===== src/hw/rtl/desv_ram.sv =====
// Generic single-write, single-read RAM with a registered read port.
module desv_ram #(
   parameter int WIDTH = 4,
   parameter int DEPTH = 512
) (
   input  logic                     clock,
   input  logic                     wr_en,
   input  logic [$clog2(DEPTH)-1:0] wr_addr,
   input  logic [WIDTH-1:0]         wr_data,
   input  logic [$clog2(DEPTH)-1:0] rd_addr,
   output logic [WIDTH-1:0]         rd_data
);
   logic [WIDTH-1:0] mem_ff [DEPTH];
   logic [WIDTH-1:0] rd_data_ff;

   always_ff @(posedge clock) begin
      if (wr_en) begin
         mem_ff[wr_addr] <= wr_data;
      end
      rd_data_ff <= mem_ff[rd_addr];
   end

   assign rd_data = rd_data_ff;
endmodule

===== config.mk =====
export PLATFORM = sky130hd
export DESIGN_NAME = desv_ram
export DESIGN_NICKNAME = d
export VERILOG_FILES = /design/src/hw/rtl/desv_ram.sv
export SDC_FILE = /design/constraint.sdc
export NUM_CORES = 2
export LEC_CHECK = 0
export ABC_CLOCK_PERIOD_IN_PS = 6900
export BUFFER_PORTS_ARGS = -buffer_cell sky130_fd_sc_hd__buf_2
export CAP_MARGIN = 25
export CORE_MARGIN = 8
export CORE_UTILIZATION = 60
export DETAILED_ROUTE_END_ITERATION = 7
export PLACE_DENSITY = 0.83
export SYNTH_ARGS = -nofsm -noshare
export SYNTH_HDL_FRONTEND = slang
export SYNTH_SLANG_ARGS = --single-unit
export TNS_END_PERCENT = 50

===== constraint.sdc =====
create_clock -name clock -period 6.9 [get_ports clock]
set_clock_uncertainty 0.1 [all_clocks]
set_input_delay 1.725 -clock clock [delete_from_list [all_inputs] [get_ports clock]]
set_output_delay 1.725 -clock clock [all_outputs]
set_load 0.005 [all_outputs]

# After elaboration in Yosys (flattened, before gate mapping)

Memories as Yosys holds them, arrays and structs flattened. A register that Yosys moved wholly into a read port is not among the register bits.
Index checks and enable logic that the tools add are counted.

Flip-flop bits (word level): 0
RAM bits: 2048
Input port bits: 24
Output and inout bits: 4
Logic and storage cells: 3
Memories: 1

Muxes and demuxes: 2

Memory list:

| memory | depth | width | rd ports | clocked after memory_dff | write ports | RTL line | text |
|---|---|---|---|---|---|---|---|
| mem_ff | 512   | 4     | 1        | 1                        | 1           | 13       | `logic [WIDTH-1:0] mem_ff [DEPTH];` |

Operators with widths:

| kind             | number |
|---|---|
| 2-to-1 mux 1 bit | 2 |

# Depth between registers and ports, before layout

Depth after elaboration: 2
Mapped depth: 12
Mapped depth without buffers: 7

# Worst setup path after synthesis

Ideal clock, no wire load.

Path type: input-to-reg
Start point: in rd_addr[0]
End point: reg rd_data_ff[0], in the netlist rd_data[0] (read register of mem_ff)
Library setup time: 0.116 ns
Data arrival time: 3.573 ns
Data required time: 6.684 ns
Setup slack: 3.110 ns
Stages on the path: 10
Buffers on the path: 4
Path through: buf_6 -> buf_12 -> buf_6 -> buf_2 -> mux4_2 -> mux2i_1 -> a22oi_1 -> a2bb2oi_1 -> nor3_1 -> and4_1

RTL lines:

| element     | RTL line | text |
|---|---|---|
| from (decl) | 10       | `input logic [$clog2(DEPTH)-1:0] rd_addr,` |
| to (decl)   | 14       | `logic [WIDTH-1:0] rd_data_ff;` |

==> summary.txt <==
global-route wire length before repair -> 298 mm
routed vias/inst -> 7.07
Yosys cell types -> 57
worst stage delay on the critical path -> 690 ps
clock root buffer -> clkbuf_16
die area -> 0.148 sq mm
Synth Area in XOR/XNOR -> 0%
slowest stage cell, crit path -> a31oi_1
Yosys reg bits -> 2052
status -> finished with violations
largest family of logic cells by synthesized area -> multiplexers
Post-Syn Nets -> 4427
clock-pin slew of the registers on the worst-case setup and hold paths -> 70 ps
total of max-cap violations -> 0
Detailed Route Iter0 Violations -> 7803
reg-to-reg critical path endpoint -> rd_data[2]
family with the most delay on the worst path -> compound AO/OA/AOI/OAI gates
non-filler cells in the finished layout -> 6333
warnings from Yosys -> 0
fin util -> 66.0%
Synth Area per Inst -> 18.5 sq um
Post-CTS Setup Bufs -> 0
Post-CTS Resized -> 0
hold_sp -> mem_ff[261][2]
Final Cell Area -> 0.0893 sq mm
clk sinks -> 2052
Crit path arrival time -> 5380 ps
worst skew pair latency -> 820 ps
detailed-route DRC error count -> 6
Routed WL -> 204 mm
P_sw -> 5.35 mW
hold_ws -> 1070 ps
Slew @ Worst Pin -> 1360 ps
maximum number of pins on one net before global-route repair -> 237
Pleak -> 27.9 nW
worst min path class -> reg2reg
placed cell count -> 5987
commonest register cell after synthesis -> edfxtp_1
Yosys top cell area share -> 75.4%
GP Congestion -> 0.915
PwrDens -> 283 mW/mm^2
Detail Placement HPWL -> 112 mm
Tmin final -> 4830 ps
sw frac -> 21.2%
fmax -> 0.207 GHz
Req. time, crit path -> 7450 ps
Async S/R FF share, synth -> 0%
final hold vios -> 0
period utilization -> 70.0%
die extent in y -> 385 um
chip width -> 385 um
mux contribution to synthesized area -> 14.0%
CP startpoint kind -> input port
worst path bufs/invs -> 3
Max VDD drop -> 0.000288 V
count leader, synth -> edfxtp_1
Most common cell on crit path -> buf_4
RSZ-0062 raised after global routing -> no
vias in the first global route -> 44900
critical path, cell by cell -> buf_6, buf_4, buf_4, o221ai_1, a21oi_1, o21ai_0, a31oi_1, a211oi_1
WL/cell -> 32.2 um
Compound-Gate Fraction of Synth Area -> 4.11%
R2R depth -> 7
Cell Rows -> 135
hold path cells -> 6
gr ovfl total -> 0
TritonCTS clock tree -> yes
reg2reg setup slack -> 4190 ps
I/O pin total -> 28
Final WS setup -> 2070 ps
EDFF count, synth -> 2048
CTS Buffer Depth -> 3
Mapped Area -> 0.0816 sq mm
Initial Util -> 60.3%
Nets -> 4418
combinational share of power -> 4.8%
hold endpoint -> rd_data[2]
CTS Hold Bufs -> 0
GRT Overall Usage -> 27.3%
Worst setup EP type -> flop
First-pass DRT Iterations -> 8
Final ANT Viol Nets -> 0
Simple-Gate Fraction of Synth Area -> 4.41%
Pint -> 19.9 mW
Yosys top cell by area -> edfxtp_1
final setup violation count -> 0
DR vias -> 44800
Num CTS Buffers -> 185
Area Overhead vs Synth -> 9.45%
Final Power -> 25.3 mW
initial antenna violation count -> 11
I/O Buffers -> 27
Final TNS setup -> 0 ps
Clk pwr share -> 40.8%
dpl cell area -> 0.0833 sq mm
Post-synth top cells -> edfxtp_1, nor2_1, mux2i_1
dpl ws -> 1590 ps
H-tree Lvls -> 4
Max-slew headroom -> 9.08%
critical path class -> in2reg
FF-to-FF Start -> mem_ff[247][2]
Core Region -> 0.135 sq mm
sequential area share after synthesis -> 75.5%
Synth Area in Adders -> 0%
ranking of synthesized cells by area -> edfxtp_1, mux4_2, mux2i_1
failing checks -> DRC
fillers -> 7984
crit-path max FO -> 49
share of layout cells above drive strength 1 -> 15.8%
Syn Inst Count -> 4403
fin. max-slew vios -> 0
sequential cell fraction of total power -> 54.4%
cell usage in the layout (no fill, tap or decap), types with 12 or more instances in the layout:
master / n
a21oi_1: 87
a22oi_1: 18
a31oi_1: 13
buf_12: 20
buf_2: 19
buf_4: 54
bufinv_16: 21
clkbuf_1: 32
clkbuf_16: 190
clkinv_1: 41
clkinv_2: 40
edfxtp_1: 2048
mux2i_1: 400
mux4_2: 322
nand2_1: 96
nand2_2: 12
nand3_1: 33
nor2_1: 558
nor3_1: 58
nor4_1: 25
o21ai_0: 45
o221ai_1: 169
o22ai_1: 80
state kept, by name, indices dropped and copies added (netlist names):
signal   cells
mem_ff    2048
rd_data      4
power groups by stage:
stage / Combinational, mW / Sequential [mW] / Clock (mW)
after floorplan: 0.685 / 14.0 / 0
final: 1.22 / 13.7 / 10.3
after global routing: 1.26 / 13.7 / 10.8
after CTS: 1.19 / 13.7 / 10.3
after global placement: 1.14 / 14.0 / 0
after detailed placement: 1.17 / 14.0 / 0
cells by family after synthesis:
family          Yosys count
compound gates          469
buf+inv                 299
flops                  2052
mux                     730
simple gates            853
per-layer routing:
layer | GRT usage, % | routed length (um) | vias to the layer above
li1 | - | - | 17900
met1 | 36.7 | 71000 | 22500
met2 | 42.4 | 94200 | 3708
met3 | 6.88 | 27200 | 757
met4 | 12.7 | 11400 | 6
met5 | 0 | 74 | -
worst max path at each step:
stage               depth (start not counted)    endpoint  startpoint
global placement                            8  rd_data[2]  rd_addr[4]
floorplan                                  10  rd_data[0]  rd_addr[0]
detailed placement                          8  rd_data[2]  rd_addr[4]
finish                                      8  rd_data[2]  rd_addr[4]
CTS                                         8  rd_data[2]  rd_addr[4]
global route                                9  rd_data[1]  rd_addr[2]
tightest hold or removal path, cell delays in order (launching register included):
cell and delay [ps]:
edfxtp_1 370, mux2i_1 140, o221ai_1 170, nor2_1 140
o21bai_1 100, or4b_1 170, a211oi_1 50
layout make-up:
class	count	area (sq um)	area share, %
inverters	2	11.3	0.0126
multi-input cells	2052	18500	20.7
clock buffers	222	4870	5.46
flip-flops and latches	2052	61600	68.9
well taps	1781	2230	2.49
diodes	6	15.0	0.0168
clock inverters	117	1140	1.28
repair buffers	101	1010	1.13
Power figures use the tool's default switching activity.
